### src/hw/rtl/assert_macros.svh
// Assertion macros shared by the RTL. The clock is clk and the reset is rst
// in every module that uses them.
`ifndef ASSERT_MACROS_SVH
`define ASSERT_MACROS_SVH
`ifndef SYNTHESIS
`define QMEG_ASSERT(lbl, prop, msg) \
  lbl: assert property (@(posedge clk) disable iff (rst) prop) else $error(msg);
`define QMEG_ASSERT_ALWAYS(lbl, prop, msg) \
  lbl: assert property (@(posedge clk) prop) else $error(msg);
`else
`define QMEG_ASSERT(lbl, prop, msg)
`define QMEG_ASSERT_ALWAYS(lbl, prop, msg)
`endif
`endif

### src/hw/rtl/qmeg_pkg.sv
// ----------------------------------------------------------------------------
// qmeg_pkg: shared types and constants
// Flag codes, register indexes and the item descriptor that moves from the
// front end through the queue to the back end.
// ----------------------------------------------------------------------------
package qmeg_pkg;

  localparam int IdW   = 20;
  localparam int PermW = 32;

  localparam logic [1:0] REG_GRID_ROWS     = 2'd0;
  localparam logic [1:0] REG_GRID_COLS     = 2'd1;
  localparam logic [1:0] REG_HARMONIC_MODE = 2'd2;

  localparam logic [3:0] FLAG_NONE   = 4'd0;
  localparam logic [3:0] FLAG_TOP    = 4'd1;
  localparam logic [3:0] FLAG_BOTTOM = 4'd2;
  localparam logic [3:0] FLAG_LEFT   = 4'd3;
  localparam logic [3:0] FLAG_RIGHT  = 4'd4;
  localparam logic [3:0] FLAG_LL     = 4'd5;
  localparam logic [3:0] FLAG_LR     = 4'd6;
  localparam logic [3:0] FLAG_UR     = 4'd7;
  localparam logic [3:0] FLAG_UL     = 4'd8;

  typedef struct packed {
    logic [IdW-1:0] element_id;
    logic [IdW-1:0] vertex_lower_left;
    logic [IdW-1:0] vertex_lower_right;
    logic [IdW-1:0] vertex_upper_right;
    logic [IdW-1:0] vertex_upper_left;
    logic [15:0]    node_flags;
    logic [3:0]     outside_mask;
    logic [IdW-1:0] neighbour_bottom;
    logic [IdW-1:0] neighbour_right;
    logic [IdW-1:0] neighbour_top;
    logic [IdW-1:0] neighbour_left;
  } meta_t;

  typedef struct packed {
    meta_t            meta;
    logic             harmonic;
    logic [PermW-1:0] ul;
    logic [PermW-1:0] ll;
    logic [PermW-1:0] lr;
    logic [PermW-1:0] ur;
  } desc_t;

endpackage

### src/hw/rtl/qmeg_queue.sv
// ----------------------------------------------------------------------------
// qmeg_queue: two-entry descriptor queue
// Decouples the front end from the back end.
// ----------------------------------------------------------------------------
module qmeg_queue
  import qmeg_pkg::*;
(
  input  logic  clk,
  input  logic  rst,
  input  logic  push,
  input  desc_t push_data,
  output logic  full,
  output logic  valid,
  output desc_t data,
  input  logic  pop
);

  desc_t      entry [2];
  logic       wr_ptr;
  logic       rd_ptr;
  logic [1:0] count;

  assign full  = (count == 2'd2);
  assign valid = (count != 2'd0);
  assign data  = entry[rd_ptr];

  always_ff @(posedge clk) begin
    if (push) begin
      entry[wr_ptr] <= push_data;
    end
  end

  always_ff @(posedge clk) begin
    if (rst) begin
      wr_ptr <= 1'b0;
      rd_ptr <= 1'b0;
      count  <= 2'd0;
    end else begin
      if (push) wr_ptr <= ~wr_ptr;
      if (pop) rd_ptr <= ~rd_ptr;
      count <= count + {1'b0, push} - {1'b0, pop};
    end
  end

endmodule

### config.mk
export PLATFORM = sky130hd
export DESIGN_NAME = qmeg_queue
export DESIGN_NICKNAME = d
export VERILOG_FILES = /design/src/hw/rtl/assert_macros.svh /design/src/hw/rtl/qmeg_pkg.sv /design/src/hw/rtl/qmeg_queue.sv
export SDC_FILE = /design/constraint.sdc
export NUM_CORES = 1
export LEC_CHECK = 0
export BUFFER_PORTS_ARGS = -buffer_cell sky130_fd_sc_hd__buf_2
export CORE_AREA = 5 5 255 257
export CTS_BUF_LIST = sky130_fd_sc_hd__clkbuf_8
export CTS_CLUSTER_SIZE = 25
export DETAILED_ROUTE_END_ITERATION = 12
export DIE_AREA = 0 0 260 262
export PLACE_DENSITY = 0.61
export SLEW_MARGIN = 25
export SYNTH_ARGS = -nofsm -noshare
export SYNTH_HDL_FRONTEND = slang
export SYNTH_SLANG_ARGS = --single-unit
### constraint.sdc
create_clock -name clk -period 31.3 [get_ports clk]
set_input_delay 6.26 -clock clk [delete_from_list [all_inputs] [get_ports clk]]
set_output_delay 6.26 -clock clk [all_outputs]
set_load 0.05 [all_outputs]
Yosys cells after proc, flatten, opt, wreduce, memory -nomap -nowiden

Memories as Yosys holds them, arrays and structs flattened. A register that Yosys moved wholly into a read port is not among the register bits.
Index checks and enable logic that the tools add are counted.

Register bits: 4
RAM bits: 658
Output and inout bits: 331
Memories kept: 1

Memories:

| memory | depth | width | read ports | clocked after memory_dff | wr ports | RTL line         | RTL |
|---|---|---|---|---|---|---|---|
| entry  | 2     | 329   | 1          | 1                        | 1        | qmeg_queue.sv:18 | `desc_t entry [2];` |

$add $sub $neg: 2
Equal/unequal tests: 1
Multiplexer cells: 4
Bitwise gates (word level): 2
Reduce and logical (&&, ||, !) cells: 1

Operator list:

| kind                 | count |
|---|---|
| $mux W1              | 4 |
| $add A2 B1 Y2        | 1 |
| $eq A2 B2 Y1 const B | 1 |
| $not A1 Y1           | 2 |
| $reduce_bool A2 Y1   | 1 |
| $sub A2 B1 Y2        | 1 |

Longest topological paths before layout

Gate-level depths: netlist of the first run.

Depth after elaboration: 3
Depth in mapped cells: 6

Worst setup path after synthesis of the first run

No wires, ideal clock.

Path type: input port to flip-flop
From: input push
To: memory entry[0][0] (netlist name), enable pin
Library setup time: 1,066 ps
Arrival time: 20,394 ps
Required time: 30,234 ps
Path slack: 9,840 ps
Stages: 1
Path through: nor2b_1

Longest elaborated chain between the ends: 2

RTL lines:

| what                          | RTL line         | RTL |
|---|---|---|
| from (decl)                   | qmeg_queue.sv:10 | `input logic push,` |
| $mux W1                       | qmeg_queue.sv:28 | `if (push) begin` |
| $mux W1 (not written as such) | qmeg_queue.sv:29 | `entry[wr_ptr] <= push_data;` |
| to (decl)                     | qmeg_queue.sv:18 |  |

Every way passes these cells.

==> results_dict.tcl, run 1 <==
set metrics [dict create \
    status "finished, final reports clean" \
    instances_no_fill 2738 \
    crit_arrival_ns 4.02 \
    setup_violations 0 \
    cts_sinks 663 \
    clk_pin_slew_ns 0.06 \
    dp_cells 2530 \
    grt_pass1_vias 13400 \
    die_w_um 260 \
    ant_nets 0 \
    startpoint_type "register" \
    synth_nets 1380 \
    hold_buffers 0 \
    rsz0062_at_grt "no" \
    cts_made_buffers 109 \
    drcViolationCount 0 \
    p_leak_nw 12.5 \
    syn_avg_cell_area_um2 24.4 \
    layout_setup_ws_ns 21.03 \
    htree_levels 3 \
    drt_first_iter_violations 701 \
    hold_depth 2 \
    dieArea_um2 68100 \
    drtPass1Iterations 4 \
    overflow 0 \
    yosysUniqueCellTypes 16 \
    period_minus_slack_ns 10.28 \
    cts_max_path_buffers 3 \
    crit_required_ns 25.04 \
    vias 12600 \
    drive_gt1_share_pct 60.4 \
    min-delay-path-class "reg -> reg" \
    viasPerCell 4.61 \
    ys_ff_latch 663 \
    fin_area_um2 31400 \
    avgRoutedWirePerCell_um 21.0 \
    grt_max_degree 135 \
    die_h_um 262 \
    port_buffers 663 \
    reg2reg_depth 4 \
    cp-end-kind "output pin" \
    ys.warnings.count 0 \
    use_met1_pct 17.2 \
    num_rows 92 \
    grt_antenna_before_repair 19 \
    grt.total_usage_pct 15.8 \
    place_area_um2 29300 \
    met2_usage_pct 27.8 \
    grt_use_met3_pct 6.33 \
    tightest_slew_ns 1.05 \
    finalSetupTns_ns 0 \
    initial_core_util_pct 40.8 \
    finalClockSkew_ns 0.0243 \
    yosysSeqAreaShare_pct 77.8 \
    final-max-slew-violation-count 0 \
    crit_fanout 87 \
    max-vdd-ir-drop_mv 0.0404 \
    syn_to_final_growth_pct 22.9 \
    path_class "reg -> out" \
    drt_wl_total_um 57500 \
    cts_tree "built" \
    io_pins 664 \
    max_freq_ghz 0.0973 \
    post-route-util_pct 50.2 \
    ctsResizeCount 0 \
    dp_slack_ns 21.05 \
    slew_headroom_pct 30.2 \
    gp_congestion 0.769 \
    postCtsSetupBuffers 0 \
    dpl.hpwl_um 39700 \
    nNetsFinal 2132 \
    grt_pass1_wl_um 81200 \
    core_um2 62500 \
    synthCells 1045 \
    clock_latency_ns 0.69 \
    maxCapViolCount 0 \
    hold_viol 0 \
    busiest_layer "met2" \
    syn-cell-area_um2 25500 \
    clockRootBuffer "clkbuf_8" \
    min_period_over_period_pct 32.8 \
    pwr_density_cell_nw_per_um2 67.7 \
]
report_power, final:
part | total [mW] | leakage, nW | internal, mW | switching, mW
logic | 0.396 | 5.14 | 0.124 | 0.272
clock network | 0.674 | 1.15 | 0.348 | 0.326
registers | 1.05 | 6.22 | 1.04 | 0.0147
cell usage in the layout, fill, tap and decap left out:
cell type / count
or2_2: 1
xnor2_1: 2
clkinv_1: 31
clkinv_8: 2
clkinv_4: 1
inv_8: 1
buf_2: 663
inv_1: 41
buf_12: 1
clkbuf_8: 112
dfxtp_1: 4
buf_16: 2
ha_1: 2
bufinv_16: 2
inv_6: 1
nor2_1: 4
clkinv_2: 8
buf_6: 2
xnor3_1: 1
and2_4: 1
mux2_2: 26
buf_4: 10
nor2b_1: 2
mux2_4: 303
diode_2: 9
dfxtp_4: 1
nor2b_4: 1
edfxtp_1: 658
registers in the layout, summed over array words and instances, names as in the netlist, named ones only:
signal and cells:
count 2, entry 658, rd_ptr 1, wr_ptr 1
kinds of logic (layout without fill, tap and decap cells):
family / Yosys count / in the layout / share of synthesized area [%]
other cells: 0 / 9 / 0
simple gates: 9 / 9 / 0.181
fa+ha+maj: 2 / 2 / 0.0980
buf+inv: 39 / 877 / 2.78
xor+xnor: 3 / 3 / 0.157
flops: 663 / 663 / 77.8
mux: 329 / 329 / 19.0
final cells by class:
class                           count  area (µm²)
Antenna cell                        9        22.5
Clock buffer                      112        1540
Clock inverter                     85         424
Fill cell                        5235       31100
Inverter                            2        7.51
Multi-Input combinational cell    343        4960
Sequential cell                   663       19900
Tap cell                          846        1060
Timing Repair Buffer              678        3490
synth_stat cells (all sizes together):
cell / number / area share (%)
nor2: 4 / 0.059
mux2: 329 / 19
xnor3: 1 / 0.088
ha: 2 / 0.098
edfxtp: 658 / 77
buf: 37 / 2.8
nor2b: 3 / 0.074
xnor2: 2 / 0.069
inv: 2 / 0.029
or2: 1 / 0.025
and2: 1 / 0.025
dfxtp: 5 / 0.39
per-stage QoR:
step                power [mW]  hold WS [ns]
finish                    2.12         0.495
global placement          1.47         0.489
CTS                       2.16         0.490
detailed placement        1.47         0.497
global route              2.22         0.534
floorplan                 1.41         0.480
per-layer routing:
metal / vias up / routed length [µm]
met5: - / 97
met4: 16 / 1660
met3: 121 / 5510
met2: 470 / 30200
met1: 6300 / 20000
li1: 5723 / -
path summary, 6_finish.rpt:
check	to	startpoint	slack, ns
worst min register to register	register	rd_ptr	0.50
worst max register to register	entry[1][294]	wr_ptr	27.04
worst max-delay path	data[325]	register	21.03
worst min-delay path	register	rd_ptr	0.50
critical path, cell delays in order (launching register included):
cell and delay (ns):
dfxtp_4 0.80, buf_12 0.42, buf_16 0.52, buf_6 0.75, mux2_2 0.42, buf_2 0.21
Note: power is estimated with default switching activity, not from simulation.
==> run 2, diff against run 1 <==
--- a/config.mk
+++ b/config.mk
@@ -5,13 +5,14 @@
 export SDC_FILE = /design/constraint.sdc
 export NUM_CORES = 1
 export LEC_CHECK = 0
+export ABC_AREA = 1
 export BUFFER_PORTS_ARGS = -buffer_cell sky130_fd_sc_hd__buf_2
-export CORE_AREA = 5 5 255 257
+export CORE_AREA = 5 5 256 258
 export CTS_BUF_LIST = sky130_fd_sc_hd__clkbuf_8
 export CTS_CLUSTER_SIZE = 25
 export DETAILED_ROUTE_END_ITERATION = 12
-export DIE_AREA = 0 0 260 262
-export PLACE_DENSITY = 0.61
+export DIE_AREA = 0 0 261 263
+export PLACE_DENSITY = 0.63
 export SLEW_MARGIN = 25
 export SYNTH_ARGS = -nofsm -noshare
 export SYNTH_HDL_FRONTEND = slang
==> constraint.sdc (replaced) <==
create_clock -name clk -period 8.32 [get_ports clk]
set_input_delay 1.664 -clock clk [delete_from_list [all_inputs] [get_ports clk]]
set_output_delay 1.664 -clock clk [all_outputs]
set_load 0.05 [all_outputs]
==> run 2 against run 1 <==
  * Worst setup slack worse by 18 ns
  * Clock-buffer cell count decreased by 4
  * Die area increased by 0.77%
  * Global-route usage up 0.57 points
  * Synthesized cell count is 0.96% higher
  * Final area down 0.26%
  * Core utilization decreased by 0.32 points
  * Combinational power rose to 3.5 times the previous value
  * Sequential power grew to 3.8 times the previous value
  * Clock power grew to 3.6 times the previous value
  * Highest routed layer unchanged
==> results_dict.tcl, run 2 <==
set metrics [dict create \
    layout_commonest_cell "buf_2" \
    final-max-slew-violation-count 0 \
    reg.largest.list "entry x658, count x2" \
    synthMuxAreaShare_pct 19.0 \
    dieArea_um2 68600 \
    cts_made_buffers 108 \
    grt_antenna_before_repair 15 \
    p_leak_nw 12.5 \
    cts_sinks 663 \
    cts_max_path_buffers 3 \
    core_um2 62700 \
    post-route-util_pct 49.9 \
    crit_chain "buf_12, buf_16, mux2_4, buf_2" \
    clk_pin_slew_ns 0.05 \
    yosysUniqueCellTypes 16 \
    slowest_delay_ns 1.02 \
    dp_cells 2534 \
    postCtsSetupBuffers 0 \
    ys_async_sr_fraction_pct 0 \
    initial_core_util_pct 40.7 \
    port_buffers 663 \
    syn-cell-area_um2 25500 \
    drt_wl_total_um 59100 \
    grt.total_usage_pct 16.4 \
    drtPass1Iterations 4 \
    multi_input_area_um2 4940 \
    ys.warnings.count 0 \
    synth_nets 1390 \
    avgRoutedWirePerCell_um 21.6 \
    clockRootBuffer "clkbuf_8" \
    crit_arrival_ns 3.34 \
    synth_compound_area_share_pct 0.0196 \
    finalClockSkew_ns 0.0370 \
    overflow 0 \
    ant_nets 0 \
    dpl.hpwl_um 41200 \
    hold_viol 0 \
    hold_buffers 0 \
    p_total_mw 7.78 \
    synth_top_area_share_pct 77.4 \
    max-vdd-ir-drop_mv 0.144 \
    mostFrequentLayoutCells "663 x buf_2, 658 x edfxtp_1, 303 x mux2_4" \
    htree_levels 3 \
    cp-end-kind "output pin" \
    rsz0062_at_grt "no" \
    finalSetupTns_ns 0 \
    maxCapViolCount 0 \
    startpoint_type "register" \
    synth-edff-count 658 \
    drt_first_iter_violations 849 \
    ys_ff_latch 663 \
    period_minus_slack_ns 5.00 \
    vias 12600 \
    syn_avg_cell_area_um2 24.2 \
    pwr_density_cell_nw_per_um2 249 \
    gp_congestion 0.823 \
    yosysSeqAreaShare_pct 77.8 \
    tightest_slew_ns 1.18 \
    syn_to_final_growth_pct 22.6 \
    grt_max_degree 168 \
    die_w_um 261 \
    min-delay-path-class "reg -> reg" \
    die_h_um 263 \
    crit_fanout 75 \
    instances_no_fill 2738 \
    ctsResizeCount 0 \
    drive_gt1_share_pct 59.6 \
    hold_ws_ns 0.527 \
    drcViolationCount 0 \
    fin_area_um2 31300 \
    clock_latency_ns 0.68 \
    synth_top_cell_by_area "edfxtp_1" \
    synth_common_cells "658 x edfxtp_1, 303 x mux2_4, 33 x buf_12" \
    dp_slack_ns 4.07 \
    synth_top_family_by_area "multiplexers" \
    synth_fa_ha_area_share_pct 0.0980 \
    largest_register_ffs 658 \
    layout_setup_ws_ns 3.32 \
    max_freq_ghz 0.200 \
    synth-xor-area-share_pct 0.0343 \
    largest-register "entry" \
    path_class "reg -> out" \
    setup_violations 0 \
    synth-simple-area-share_pct 0.216 \
    crit_slowest_cell "dfxtp_4" \
    crit_required_ns 6.66 \
    status "finished, final reports clean" \
    min_period_over_period_pct 60.1 \
    final-seq-area_um2 19900 \
    cts_tree "built" \
    place_area_um2 29300 \
    grt_pass1_wl_um 85100 \
    nNetsFinal 2134 \
    yosysMostFrequentCell "edfxtp_1" \
    synth_flop_cell "edfxtp_1" \
    grt_pass1_vias 13700 \
    nFillCells 5296 \
    viasPerCell 4.59 \
    synth.area.top_cells "edfxtp_1 77%, mux2_4 18%, buf_12 2.6%" \
    synthCells 1055 \
    num_rows 92 \
    io_pins 664 \
    slew_headroom_pct 21.2 \
]
## run 2: area by class of cell
cell class | instances | share of cell area (%)
multi-input combinational | 347 | 15.8
clock buffer | 108 | 4.75
sequential | 663 | 63.5
timing repair buffer | 671 | 11.1
tap | 846 | 3.38
clock inverter | 86 | 1.30
antenna | 9 | 0.0720
inverter | 8 | 0.108
## run 2: worst paths after layout
kind / start / endpoint / slack, ns / depth (start not counted)
max: register / data[306] / 3.32 / 4
min: rd_ptr / rd_ptr / 0.53 / 2
max reg2reg: wr_ptr / entry[0][88] / 6.05 / 2
min reg2reg: rd_ptr / rd_ptr / 0.53 / 2
## run 2: worst max-delay path: cells and delay by family (launching register included)
family                 cells  cell delay (ns)
buffers and inverters      3             1.06
flip-flops                 1             1.02
multiplexers               1             0.35
## run 2: logic make-up (layout without fill, tap and decap cells)
family | count (synthesis) | after routing
AO/OA/AOI/OAI | 1 | 1
XOR/XNOR | 1 | 1
adder cells (fa/ha/maj) | 2 | 2
buffers and inverters | 45 | 873
flip-flops | 663 | 663
multiplexers | 329 | 329
other | 0 | 9
AND/OR/NAND/NOR | 14 | 14
## run 2: power breakdown
part / leakage (nW) / switching (mW) / total (mW) / internal (mW)
clock: 1.11 / 1.22 / 2.46 / 1.24
sequential: 6.22 / 0.0595 / 3.94 / 3.88
combinational: 5.13 / 0.945 / 1.39 / 0.441
## run 2: routing by layer
layer	GRT usage [%]	vias up	share of wire, %
met5	0	-	0.11
met4	4.91	10	2.5
met3	5.23	103	7.5
met2	30.6	417	55
met1	17.6	6306	35
li1	-	5727	-
