**config.mk**
```make
export PLATFORM = sky130hd
export DESIGN_NAME = qmeg_front_flat
export DESIGN_NICKNAME = d
export VERILOG_FILES = /design/src/hw/rtl/assert_macros.svh /design/src/hw/rtl/qmeg_pkg.sv /design/src/hw/rtl/qmeg_if.sv /design/src/hw/rtl/qmeg_front.sv /design/src/flat_wrapper.sv
export SDC_FILE = /design/constraint.sdc
export NUM_CORES = 1
export LEC_CHECK = 0
export BUFFER_PORTS_ARGS = -buffer_cell sky130_fd_sc_hd__buf_2
export CORE_AREA = 2 2 187 189
export DETAILED_ROUTE_END_ITERATION = 7
export DIE_AREA = 0 0 189 191
export PLACE_DENSITY = 0.81
export SYNTH_ARGS = -nofsm -noshare
export SYNTH_HDL_FRONTEND = slang
export SYNTH_SLANG_ARGS = --single-unit
```
**constraint.sdc**
```tcl
create_clock -name clk -period 4.5 [get_ports clk]
set_clock_uncertainty 0.15 [all_clocks]
set_input_delay 0.225 -clock clk [delete_from_list [all_inputs] [get_ports clk]]
set_output_delay 0.225 -clock clk [all_outputs]
set_load 0.02 [all_outputs]
```
**src/hw/rtl/assert_macros.svh**
```systemverilog
// Assertion macros shared by the RTL. The clock is clk and the reset is rst
// in every module that uses them.
`ifndef ASSERT_MACROS_SVH
`define ASSERT_MACROS_SVH
`ifndef SYNTHESIS
`define QMEG_ASSERT(lbl, prop, msg) \
  lbl: assert property (@(posedge clk) disable iff (rst) prop) else $error(msg);
`define QMEG_ASSERT_ALWAYS(lbl, prop, msg) \
  lbl: assert property (@(posedge clk) prop) else $error(msg);
`else
`define QMEG_ASSERT(lbl, prop, msg)
`define QMEG_ASSERT_ALWAYS(lbl, prop, msg)
`endif
`endif

```
**src/hw/rtl/qmeg_pkg.sv**
```systemverilog
// ----------------------------------------------------------------------------
// qmeg_pkg: shared types and constants
// Flag codes, register indexes and the item descriptor that moves from the
// front end through the queue to the back end.
// ----------------------------------------------------------------------------
package qmeg_pkg;

  localparam int IdW   = 20;
  localparam int PermW = 32;

  localparam logic [1:0] REG_GRID_ROWS     = 2'd0;
  localparam logic [1:0] REG_GRID_COLS     = 2'd1;
  localparam logic [1:0] REG_HARMONIC_MODE = 2'd2;

  localparam logic [3:0] FLAG_NONE   = 4'd0;
  localparam logic [3:0] FLAG_TOP    = 4'd1;
  localparam logic [3:0] FLAG_BOTTOM = 4'd2;
  localparam logic [3:0] FLAG_LEFT   = 4'd3;
  localparam logic [3:0] FLAG_RIGHT  = 4'd4;
  localparam logic [3:0] FLAG_LL     = 4'd5;
  localparam logic [3:0] FLAG_LR     = 4'd6;
  localparam logic [3:0] FLAG_UR     = 4'd7;
  localparam logic [3:0] FLAG_UL     = 4'd8;

  typedef struct packed {
    logic [IdW-1:0] element_id;
    logic [IdW-1:0] vertex_lower_left;
    logic [IdW-1:0] vertex_lower_right;
    logic [IdW-1:0] vertex_upper_right;
    logic [IdW-1:0] vertex_upper_left;
    logic [15:0]    node_flags;
    logic [3:0]     outside_mask;
    logic [IdW-1:0] neighbour_bottom;
    logic [IdW-1:0] neighbour_right;
    logic [IdW-1:0] neighbour_top;
    logic [IdW-1:0] neighbour_left;
  } meta_t;

  typedef struct packed {
    meta_t            meta;
    logic             harmonic;
    logic [PermW-1:0] ul;
    logic [PermW-1:0] ll;
    logic [PermW-1:0] lr;
    logic [PermW-1:0] ur;
  } desc_t;

endpackage

```
**src/hw/rtl/qmeg_if.sv**
```systemverilog
// ----------------------------------------------------------------------------
// qmeg_in_if / qmeg_out_if: element stream channels
// Valid/ready channels for the corner values and for the element records.
// ----------------------------------------------------------------------------
interface qmeg_in_if;
  logic        valid;
  logic        ready;
  logic [31:0] perm_upper_left;
  logic [31:0] perm_lower_left;
  logic [31:0] perm_lower_right;
  logic [31:0] perm_upper_right;

  modport source(output valid, perm_upper_left, perm_lower_left, perm_lower_right,
                 perm_upper_right, input ready);
  modport sink(input valid, perm_upper_left, perm_lower_left, perm_lower_right,
               perm_upper_right, output ready);
endinterface


```
**src/hw/rtl/qmeg_front.sv**
```systemverilog
// ----------------------------------------------------------------------------
// qmeg_front: scan position, configuration and element classification
// Holds the grid registers and the raster counters and builds the element
// record for each accepted beat.
// ----------------------------------------------------------------------------
module qmeg_front
  import qmeg_pkg::*;
#(
  parameter int MAX_ROWS = 1024,
  parameter int MAX_COLS = 1024
) (
  input  logic       clk,
  input  logic       rst,
  input  logic       cfg_we,
  input  logic [1:0] cfg_index,
  input  logic [10:0] cfg_data,
  qmeg_in_if.sink    elem_in,
  input  logic       q_full,
  output logic       push,
  output desc_t      push_data
);

  localparam int RW = $clog2(MAX_ROWS + 1);
  localparam int CW = $clog2(MAX_COLS + 1);

  logic [10:0]    grid_rows, grid_cols;
  logic           harmonic_mode;
  logic [RW-1:0]  rows_c, row_counter, row_inc;
  logic [CW-1:0]  cols_c, col_counter, col_inc;
  logic [IdW-1:0] element_counter, row_base, cols20, span, j20;
  logic           top, bottom, left, right;
  logic [3:0]     f0, f1, f2, f3;
  meta_t          meta;

  function automatic logic [IdW-1:0] vid(input logic r1, input logic r2,
                                         input logic [IdW-1:0] n,
                                         input logic [IdW-1:0] base);
    logic [IdW-1:0] v;
    if (r1) v = (n == 20'd1) ? 20'd0 : (n << 1) - 20'd1;
    else if (r2) v = (n <= 20'd2) ? n : (n << 1) - 20'd2;
    else v = base + n - 20'd1;
    return v;
  endfunction

  always_comb begin
    if (grid_rows < 11'd2) rows_c = RW'(2);
    else if ({21'd0, grid_rows} > 32'(MAX_ROWS)) rows_c = RW'(MAX_ROWS);
    else rows_c = RW'(grid_rows);
    if (grid_cols < 11'd2) cols_c = CW'(2);
    else if ({21'd0, grid_cols} > 32'(MAX_COLS)) cols_c = CW'(MAX_COLS);
    else cols_c = CW'(grid_cols);
  end

  assign row_inc = row_counter + RW'(1);
  assign col_inc = col_counter + CW'(1);
  assign cols20  = IdW'(cols_c);
  assign span    = cols20 - 20'd1;
  assign j20     = IdW'(col_counter);

  assign top    = (row_counter == RW'(1));
  assign bottom = (row_inc == rows_c);
  assign left   = (col_counter == CW'(1));
  assign right  = (col_inc == cols_c);

  always_comb begin
    f0 = (bottom && left) ? FLAG_LL : left ? FLAG_LEFT : bottom ? FLAG_BOTTOM : FLAG_NONE;
    f1 = (bottom && right) ? FLAG_LR : right ? FLAG_RIGHT : bottom ? FLAG_BOTTOM : FLAG_NONE;
    f2 = (top && right) ? FLAG_UR : right ? FLAG_RIGHT : top ? FLAG_TOP : FLAG_NONE;
    f3 = (top && left) ? FLAG_UL : left ? FLAG_LEFT : top ? FLAG_TOP : FLAG_NONE;

    meta.element_id         = element_counter;
    meta.vertex_lower_left  = vid(1'b0, top, j20, row_base + cols20);
    meta.vertex_lower_right = vid(1'b0, top, j20 + 20'd1, row_base + cols20);
    meta.vertex_upper_right = vid(top, row_counter == RW'(2), j20 + 20'd1, row_base);
    meta.vertex_upper_left  = vid(top, row_counter == RW'(2), j20, row_base);
    meta.node_flags         = {f3, f2, f1, f0};
    meta.outside_mask       = {left, top, right, bottom};
    meta.neighbour_bottom   = bottom ? 20'd0 : element_counter + span;
    meta.neighbour_right    = right ? 20'd0 : element_counter + 20'd1;
    meta.neighbour_top      = top ? 20'd0 : element_counter - span;
    meta.neighbour_left     = left ? 20'd0 : element_counter - 20'd1;
  end

  assign elem_in.ready = !q_full;
  assign push          = elem_in.valid && !q_full;

  always_comb begin
    push_data.meta     = meta;
    push_data.harmonic = harmonic_mode;
    push_data.ul       = elem_in.perm_upper_left;
    push_data.ll       = elem_in.perm_lower_left;
    push_data.lr       = elem_in.perm_lower_right;
    push_data.ur       = elem_in.perm_upper_right;
  end

  always_ff @(posedge clk) begin
    if (rst) begin
      grid_rows       <= 11'd2;
      grid_cols       <= 11'd2;
      harmonic_mode   <= 1'b0;
      row_counter     <= RW'(1);
      col_counter     <= CW'(1);
      element_counter <= '0;
      row_base        <= '0;
    end else if (cfg_we) begin
      case (cfg_index)
        REG_GRID_ROWS, REG_GRID_COLS: begin
          if (cfg_index == REG_GRID_ROWS) grid_rows <= cfg_data;
          else grid_cols <= cfg_data;
          row_counter     <= RW'(1);
          col_counter     <= CW'(1);
          element_counter <= '0;
          row_base        <= '0;
        end
        REG_HARMONIC_MODE: harmonic_mode <= cfg_data[0];
        default: ;
      endcase
    end else if (push) begin
      if (right && bottom) begin
        // Last element of the grid: wrap to the first.
        col_counter     <= CW'(1);
        row_counter     <= RW'(1);
        row_base        <= '0;
        element_counter <= '0;
      end else if (right) begin
        col_counter     <= CW'(1);
        row_counter     <= row_inc;
        row_base        <= row_base + cols20;
        element_counter <= element_counter + 20'd1;
      end else begin
        col_counter     <= col_inc;
        element_counter <= element_counter + 20'd1;
      end
    end
  end

endmodule

```
**src/flat_wrapper.sv**
```systemverilog
// flat-port wrapper written by rule: the top's interface ports become plain ports
module qmeg_front_flat import qmeg_pkg::*;
#(
  parameter int MAX_ROWS = 1024,
  parameter int MAX_COLS = 1024
)
  (clk, rst, cfg_we, cfg_index, cfg_data, q_full, push, push_data, elem_in_valid, elem_in_perm_upper_left, elem_in_perm_lower_left, elem_in_perm_lower_right, elem_in_perm_upper_right, elem_in_ready);
  qmeg_in_if elem_in_i ();
  input  logic clk;
  input  logic rst;
  input  logic cfg_we;
  input  logic [1:0] cfg_index;
  input  logic [10:0] cfg_data;
  input  logic q_full;
  output logic push;
  output desc_t push_data;
  input wire logic [$bits(elem_in_i.valid)-1:0] elem_in_valid;
  input wire logic [$bits(elem_in_i.perm_upper_left)-1:0] elem_in_perm_upper_left;
  input wire logic [$bits(elem_in_i.perm_lower_left)-1:0] elem_in_perm_lower_left;
  input wire logic [$bits(elem_in_i.perm_lower_right)-1:0] elem_in_perm_lower_right;
  input wire logic [$bits(elem_in_i.perm_upper_right)-1:0] elem_in_perm_upper_right;
  output wire logic [$bits(elem_in_i.ready)-1:0] elem_in_ready;
  assign elem_in_i.valid = elem_in_valid;
  assign elem_in_i.perm_upper_left = elem_in_perm_upper_left;
  assign elem_in_i.perm_lower_left = elem_in_perm_lower_left;
  assign elem_in_i.perm_lower_right = elem_in_perm_lower_right;
  assign elem_in_i.perm_upper_right = elem_in_perm_upper_right;
  assign elem_in_ready = elem_in_i.ready;
  qmeg_front #(.MAX_ROWS(MAX_ROWS), .MAX_COLS(MAX_COLS)) u_core (.clk(clk), .rst(rst), .cfg_we(cfg_we), .cfg_index(cfg_index), .cfg_data(cfg_data), .elem_in(elem_in_i), .q_full(q_full), .push(push), .push_data(push_data));
endmodule
```
* After elaboration in Yosys (flattened, before gate mapping)
Cells that the tools add are included.
** Operators by class
- Add/subtract/negate cells :: 21
- Order comparisons :: 6
- Equal/unequal tests :: 9
- Mux-type cells :: 45
- Bitwise operators :: 1
- Reductions and logical operators :: 15
** Operator list (number)
- $mux W20 :: 22
- $mux W11 :: 13
- $sub A20 B1 Y20 const B :: 6
- $add A20 B11 Y20 :: 3
- $add A20 B20 Y20 :: 3
- $mux W4 :: 8
- $add A11 B1 Y11 const B :: 2
- $eq A11 B1 Y1 const B :: 2
- $eq A11 B11 Y1 :: 2
- $gt A11 B11 Y1 const B :: 2
- $lt A11 B2 Y1 const B :: 2
- $add A20 B1 Y20 const B :: 1
- $eq A20 B1 Y1 const B :: 1
- $le A20 B2 Y1 const B :: 1
- $sub A20 B2 Y20 const B :: 1
- $sub A20 B20 Y20 :: 1
- $sub A12 B1 Y13 const B :: 1
- $sub A12 B2 Y13 const B :: 1
- $add A11 B1 Y12 const B :: 1
- $sub A11 B1 Y12 const B :: 1
- $eq A11 B2 Y1 const B :: 1
- $le A11 B2 Y1 const B :: 1
- $reduce_and A3 Y1 :: 3
- $logic_and A1 B1 Y1 :: 5
- 12 further kinds :: 13
** Word-level totals
- Flip-flop bits (word level) :: 85
- Word-level logic and storage cells :: 104

* Longest topological paths before layout
Gate-level depths: netlist (run 1).
- Depth after elaboration :: 8
- Depth in mapped cells :: 26
- Depth with buffers taken out :: 25

* Worst setup path after synthesis (run 1)
Ideal clock, no wire load.
- Path kind :: register -> output
- Start :: reg u_core.grid_cols[3]
- End :: out push_data[284] in the netlist's numbering
- Arrival time :: 4.550 ns
- Setup slack :: -0.425 ns
- Stages on the path, launching flop included :: 25
- Cells stage by stage :: dfxtp_1 nor3_1 a31o_2 inv_1 nand2_1 inv_1 ha_1 inv_1 fa_1 nor2b_1 o31a_1 o21ai_0 inv_1 a21oi_1 xor2_1 ha_1 inv_1 ha_1 or3_1 o211ai_1 a41oi_1 a21o_1 a21oi_1 xor2_1 o21ai_0
** RTL lines
- start, declared :: line qmeg_front.sv:26 : logic [10:0] grid_rows, grid_cols;
- start signal, assigned :: line qmeg_front.sv:109 : else grid_cols <= cfg_data;
- end, declared :: line flat_wrapper.sv:16 : output desc_t push_data;

==> results.toml, run 1 <==
[status]
outcome = "finished with violations"
failed_checks = "negative setup slack"

[cts]
cts_tree = "built"
path_clk_slew_ns = 0.07
clk_latency_ns = 0.36
htree_levels = 3
numCtsBuffers = 9
clock_path_buffers = 2
numClockSinks = 85
cts_root_buf = "clkbuf_16"

[detailed_routing]
wl_um = 54100
ant_nets = 0
viasPerCell = 5.85
via_count = 16094
drt_iter0_drc = 1510
post_drt_wl_per_cell_um = 19.7
first_pass_iters = 6
drc = 0

[timing]
fin_crit_ns = 5.43
hold_viol_final = 0
setup_viol = 48
relSlewSlack_pct = 35.1
worstMarginPinSlew_ns = 0.974
period_share_pct = 121
rsz0062_at_grt = "yes"
max_freq_ghz = 0.184
fin_ws_ns = -0.934
maxSlewViolCount = 0

[placed_design]
dp_cells = 2651
portBuffers = 215
place.gp.congestion = 0.997
hpwl_um = 39000

[worst_setup_path]
critPathArrivalTime_ns = 5.06
worst_ep_required_time_ns = 4.12
cp_top_family = "compound AO/OA/AOI/OAI gates"
cp-end-kind = "output port"
endpoint = "push_data[288]"
worst_setup_path_start_kind = "flip-flop"
critPathKind = "flip-flop to output port"
ff2ff_setup_slack_ns = 0.54
path_cells = "nor4_4, buf_4, a31oi_4, nor2_2, inv_2, fa_2, nor2b_2, o31a_1, o211ai_1, buf_4, a211oi_2, buf_4, and2_1, xnor2_2, ha_1, nand2_1, o31a_1, nand4b_1, a21o_1, a32o_2, buf_6"
crit_path_max_incr_delay_ns = 0.38
r2r-end = "u_core.row_base[19]$_SDFFE_PP0P_"
crit_path_frequent_cell = "buf_4"
reg2reg_from = "u_core.col_counter[5]$_SDFFE_PP0P_"
crit_slowest_cell = "fa_2"
critPathBufInv = 5
crit_fanout = 4
r2r_cells = 10
startpoint = "u_core.grid_cols[9]$_SDFFE_PP0P_"
crit_cells = 21

[logic_synthesis]
synth.distinct_cells = 90
postSynthCellCount = 2035
synthArstFlopShare_pct = 0
ys_ff_latch = 85
syn_area_mm2 = 0.0143
yosys_warnings = 0
synth-edff-count = 0
synth_top_flop_cell = "dfxtp_1"
syn-mean-instance-area_um2 = 7.03
yosysSeqAreaShare_pct = 11.9

[pwr]
ir_drop_mv = 0.197
comb_power_share_pct = 55.7
swShare_pct = 42.0
p_leak_nw = 8.77
seqPwrFrac_pct = 21.9
clkPwrFrac_pct = 22.4
p_switching_mw = 1.49
p_total_mw = 3.53
pwr_density_cell_mw_per_mm2 = 191
internal_power_mw = 2.05

[floorplan]
ios = 477
die_area_mm2 = 0.0361
die_height_um = 191
coreArea_mm2 = 0.0341
die_w_um = 189
start_util_pct = 41.9
row_count = 68

[layout]
fin_nets = 2617
area_delta_synth_final_pct = 29.3
antenna_cells = 0
final_common_cell = "buf_4"
final_cell_mix = "buf_4 (232), nor2_1 (184), inv_1 (182), nand2_1 (179), buf_2 (165)"
drive_gt1_share_pct = 31.6
stdcell_count = 2752
regArea_mm2 = 0.00171
num-fill-cells = 2906
multi_input_area_mm2 = 0.0119

[hold_path]
hp-start = "cfg_data[10]"
worstHoldPathType = "primary input to flip-flop"

[global_route]
grt_pass1_vias = 14702
grt_pass1_wl_um = 77900
grt_max_degree = 45
overflow = 0
grt_usage_pct = 27.1
antenna_found_initial = 0

[job]
maxCapViolations = 0
area by class of cell:
class,instances,area share [%]
clock inverters,6,0.413
flip-flops and latches,85,9.25
multi-input cells,1536,64.2
inverters,201,4.13
clock buffers,10,1.24
repair buffers,459,17.6
well taps,455,3.08
stage by stage:
stage	setup WS (ns)	area, µm²	hold WS (ns)	util (%)	setup TNS (ns)
6_report	-0.934	18500	0.00274	54.2	-22.30
3_5_place_dp	-0.315	15900	0.300	46.7	-4.79
2_1_floorplan	-0.0168	14600	0.198	-	-0.0315
3_3_place_gp	-0.184	15900	0.300	46.7	-2.18
4_1_cts	-0.515	17700	0.00115	51.8	-10.70
5_1_grt	-1.06	18500	0.0158	54.2	-28.40
layer usage:
metal	GRT usage (%)	vias to the layer above	part of all wire, %
met5	0	-	0
met1	31.6	7555	36
met2	44.9	957	47
met3	5.25	314	9.0
li1	-	7268	-
met4	18.4	0	8.0
repair_timing:
action                                  4_1_cts  5_1_grt
endpoints found under the setup margin       51       63
hold endpoints to repair                     13        0
buffers inserted                             50       37
pin swaps                                    91       99
hold buffers                                  9        0
gates resized for setup                     230      133
power by group through the flow:
stage	logic [mW]	clock network, mW	registers (mW)
after CTS	1.73	0.795	0.774
after detailed placement	1.50	0	0.791
after global routing	2.09	0.818	0.776
after floorplan	1.21	0	0.789
final	1.97	0.790	0.775
after global placement	1.47	0	0.790
worst reg2reg max path, stage by stage (launching register included):
cell	delay [ns]
dfxtp_2	0.50
nand2_1	0.24
nor3b_4	0.33
xnor2_4	0.15
buf_4	0.24
mux2_2	0.39
a311oi_4	0.40
nor3_4	0.06
or3b_1	0.83
a2bb2oi_1	0.48
o21ai_2	0.08
registers in the layout, indices dropped and copies added (netlist names):
register and flops:
u_core.harmonic_mode 1, u_core.row_counter 11, u_core.row_base 20, u_core.grid_rows 11
u_core.element_counter 20, u_core.col_counter 11, u_core.grid_cols 11
how the worst min path moves through the flow:
stage / endpoint / slack (ns) / cells past startpoint
after floorplan: u_core.grid_cols[1]$_SDFFE_PP1P_ / 0.20 / 2
after global placement: push_data[100] / 0.30 / 0
after detailed placement: push_data[100] / 0.30 / 0
after CTS: u_core.grid_rows[10]$_SDFFE_PP0P_ / 0.001 / 3
after global routing: u_core.grid_rows[10]$_SDFFE_PP0P_ / 0.02 / 3
final: u_core.grid_rows[10]$_SDFFE_PP0P_ / 0.003 / 3
cell usage after synthesis (all sizes together), types with 12 or more instances:
cell    count  area (µm²)
nor2b      30         188
inv       200         751
buf       166        1190
dfxtp      85        1700
and2       17         106
nor2      196         741
or3        27         169
o211ai     16         120
o21ai     116         584
a31oi      14        87.6
xor2       61         534
nor4       17         125
o31ai      14         110
nand4      12        81.3
o22ai      20         125
xnor2     135        1230
and3       25         156
ha        172        2150
nand2     182         683
nand3      51         265
nand2b     21         131
a21oi     142         722
clkbuf     67         253
nor3       47         257
a21o       34         255
mux2i      24         240
cells by family after synthesis:
kind of cell    share of synthesized area, %
buf+inv                                 15.4
flops                                   11.9
mux                                     2.07
xor+xnor                                12.5
compound gates                          19.6
fa+ha+maj                               16.0
simple gates                            22.5
other cells                           0.0525
Power figures use the tool's default switching activity.
==> run 2: changes to the inputs <==
Settings changed: CORE_AREA 2 2 187 189 to 2 2 183 185, DIE_AREA 0 0 189 191 to 0 0 185 187, HOLD_SLACK_MARGIN set to 0.02, RECOVER_POWER set to 50.
Clock period 4.5 ns to 6.94 ns, I/O delays scaled along.
==> results.toml, run 2 (same netlist as run 1, synthesis figures left out) <==
[status]
outcome = "finished with violations"
failed_checks = "max-capacitance violations, max-slew violations"

[cts]
cts.repair.resized = 0
htree_levels = 3
numCtsBuffers = 9
path_clk_slew_ns = 0.07
clock_path_buffers = 2
numClockSinks = 85
postCtsHoldBufs = 0
cts_tree = "built"
cts_setup_buffers = 0
cts_root_buf = "clkbuf_16"
clk_latency_ns = 0.35

[global_route]
grt_pass1_vias = 13257
overflow = 0
antenna_found_initial = 0
grt_max_degree = 49
grt_pass1_wl_um = 69500
grt_usage_pct = 25.2

[detailed_routing]
wl_um = 45100
drt_iter0_drc = 1163
ant_nets = 0
viasPerCell = 5.69
drc = 0
via_count = 14280
first_pass_iters = 7
post_drt_wl_per_cell_um = 18.0

[layout]
drive_gt1_share_pct = 11.4
fin_nets = 2381
final_common_cell = "inv_1"
antenna_cells = 0
reg_top3 = "u_core.element_counter x20, u_core.row_base x20"
area_delta_synth_final_pct = 3.85
final_cell_mix = "inv_1 (197), nor2_1 (194), nand2_1 (182), ha_1 (172), buf_2 (165)"

[timing]
worstMarginPinSlew_ns = 2.66
rsz0062_at_grt = "no"
maxSlewViolCount = 89
relSlewSlack_pct = -77.2
fin_ws_ns = 0.945
hold_viol_final = 0
fin_tns_setup_ns = 0
max_freq_ghz = 0.167
setup_viol = 0
period_share_pct = 86.4
fin_crit_ns = 6.00

[floorplan]
row_count = 67
start_util_pct = 43.5
die_height_um = 187
ios = 477
die_w_um = 185
die_area_mm2 = 0.0346
coreArea_mm2 = 0.0329

[pwr]
p_leak_nw = 6.99
pwr_density_cell_mw_per_mm2 = 126
ir_drop_mv = 0.118

[worst_setup_path]
critPathKind = "flip-flop to output port"
crit_slowest_cell = "nor3_1"
worst_ep_required_time_ns = 6.44
worst_setup_path_start_kind = "flip-flop"
path_cells = "nor3_1, a31oi_1, nor2_1, inv_1, fa_1, nor2b_1, o31a_1, o211ai_1, a21oi_1, nand2_1, xnor2_1, ha_1, o21ai_0, a21oi_1, o21ai_0, inv_1, nand4_1, nand4b_1, a21o_1, a32o_1, buf_2"
critPathArrivalTime_ns = 5.50
cp-end-kind = "output port"
cp_top_family = "compound AO/OA/AOI/OAI gates"
crit_fanout = 8
crit_path_max_incr_delay_ns = 0.46
critPathBufInv = 3

[placed_design]
place_ws_ns = 1.41
place.gp.congestion = 0.994
hpwl_um = 36000
portBuffers = 215

[hold_path]
worstHoldPathType = "primary input to flip-flop"

[job]
maxCapViolations = 2
[run 2: tightest hold or removal path, stage by stage]
cell,delay (ns)
buf_2,0.12
nand2_1,0.05
a21oi_1,0.05
[run 2: final timing paths]
| kind | from | endpoint | slack (ns) | depth (start not counted) |
|---|---|---|---|---|
| min | cfg_data[3] | u_core.grid_rows[3]$_SDFFE_PP0P_ | 0.12 | 3 |
| min reg2reg | u_core.row_base[7]$_SDFFE_PP0P_ | u_core.row_base[7]$_SDFFE_PP0P_ | 0.32 | 2 |
| max | u_core.grid_cols[3]$_SDFFE_PP0P_ | push_data[288] | 0.94 | 21 |
| max reg2reg | u_core.col_counter[0]$_SDFFE_PP1P_ | u_core.row_base[19]$_SDFFE_PP0P_ | 1.83 | 11 |
[run 2: report_power, final]
part	total (mW)	switching [mW]	internal (mW)
combinational	0.893	0.575	0.318
sequential	0.507	0.0131	0.494
clock	0.478	0.219	0.258
total	1.88	0.807	1.07
[run 2: stage by stage]
step / std cells / area [µm²] / power (mW) / util [%] / hold slack (ns)
final: 2509 / 14900 / 1.88 / 45.2 / 0.119
after global routing: 2509 / 14900 / 1.98 / 45.2 / 0.117
after CTS: 2509 / 14900 / 1.88 / 45.4 / 0.0948
after detailed placement: 2493 / 14600 / 1.40 / 44.6 / 0.313
after global placement: 2493 / 14600 / 1.39 / 44.6 / 0.308
after floorplan: 2055 / 14400 / 1.28 / - / 0.294
[run 2: routing by layer]
layer | share of wire (%) | wire [µm] | GRT usage, %
met5 | 0 | 0 | 0
met2 | 45 | 20500 | 40.6
met4 | 5.7 | 2570 | 13.9
met1 | 41 | 18300 | 31.6
met3 | 8.2 | 3720 | 4.50
[run 2: area by class of cell]
cell class                      count  area [µm²]
Tap cell                          448         561
Inverter                          201         754
Fill cell                        3467       18000
Sequential cell                    85        1700
Multi-Input combinational cell   1536       10500
Clock inverter                      6        52.6
Clock buffer                       10         239
Timing Repair Buffer              223        1060
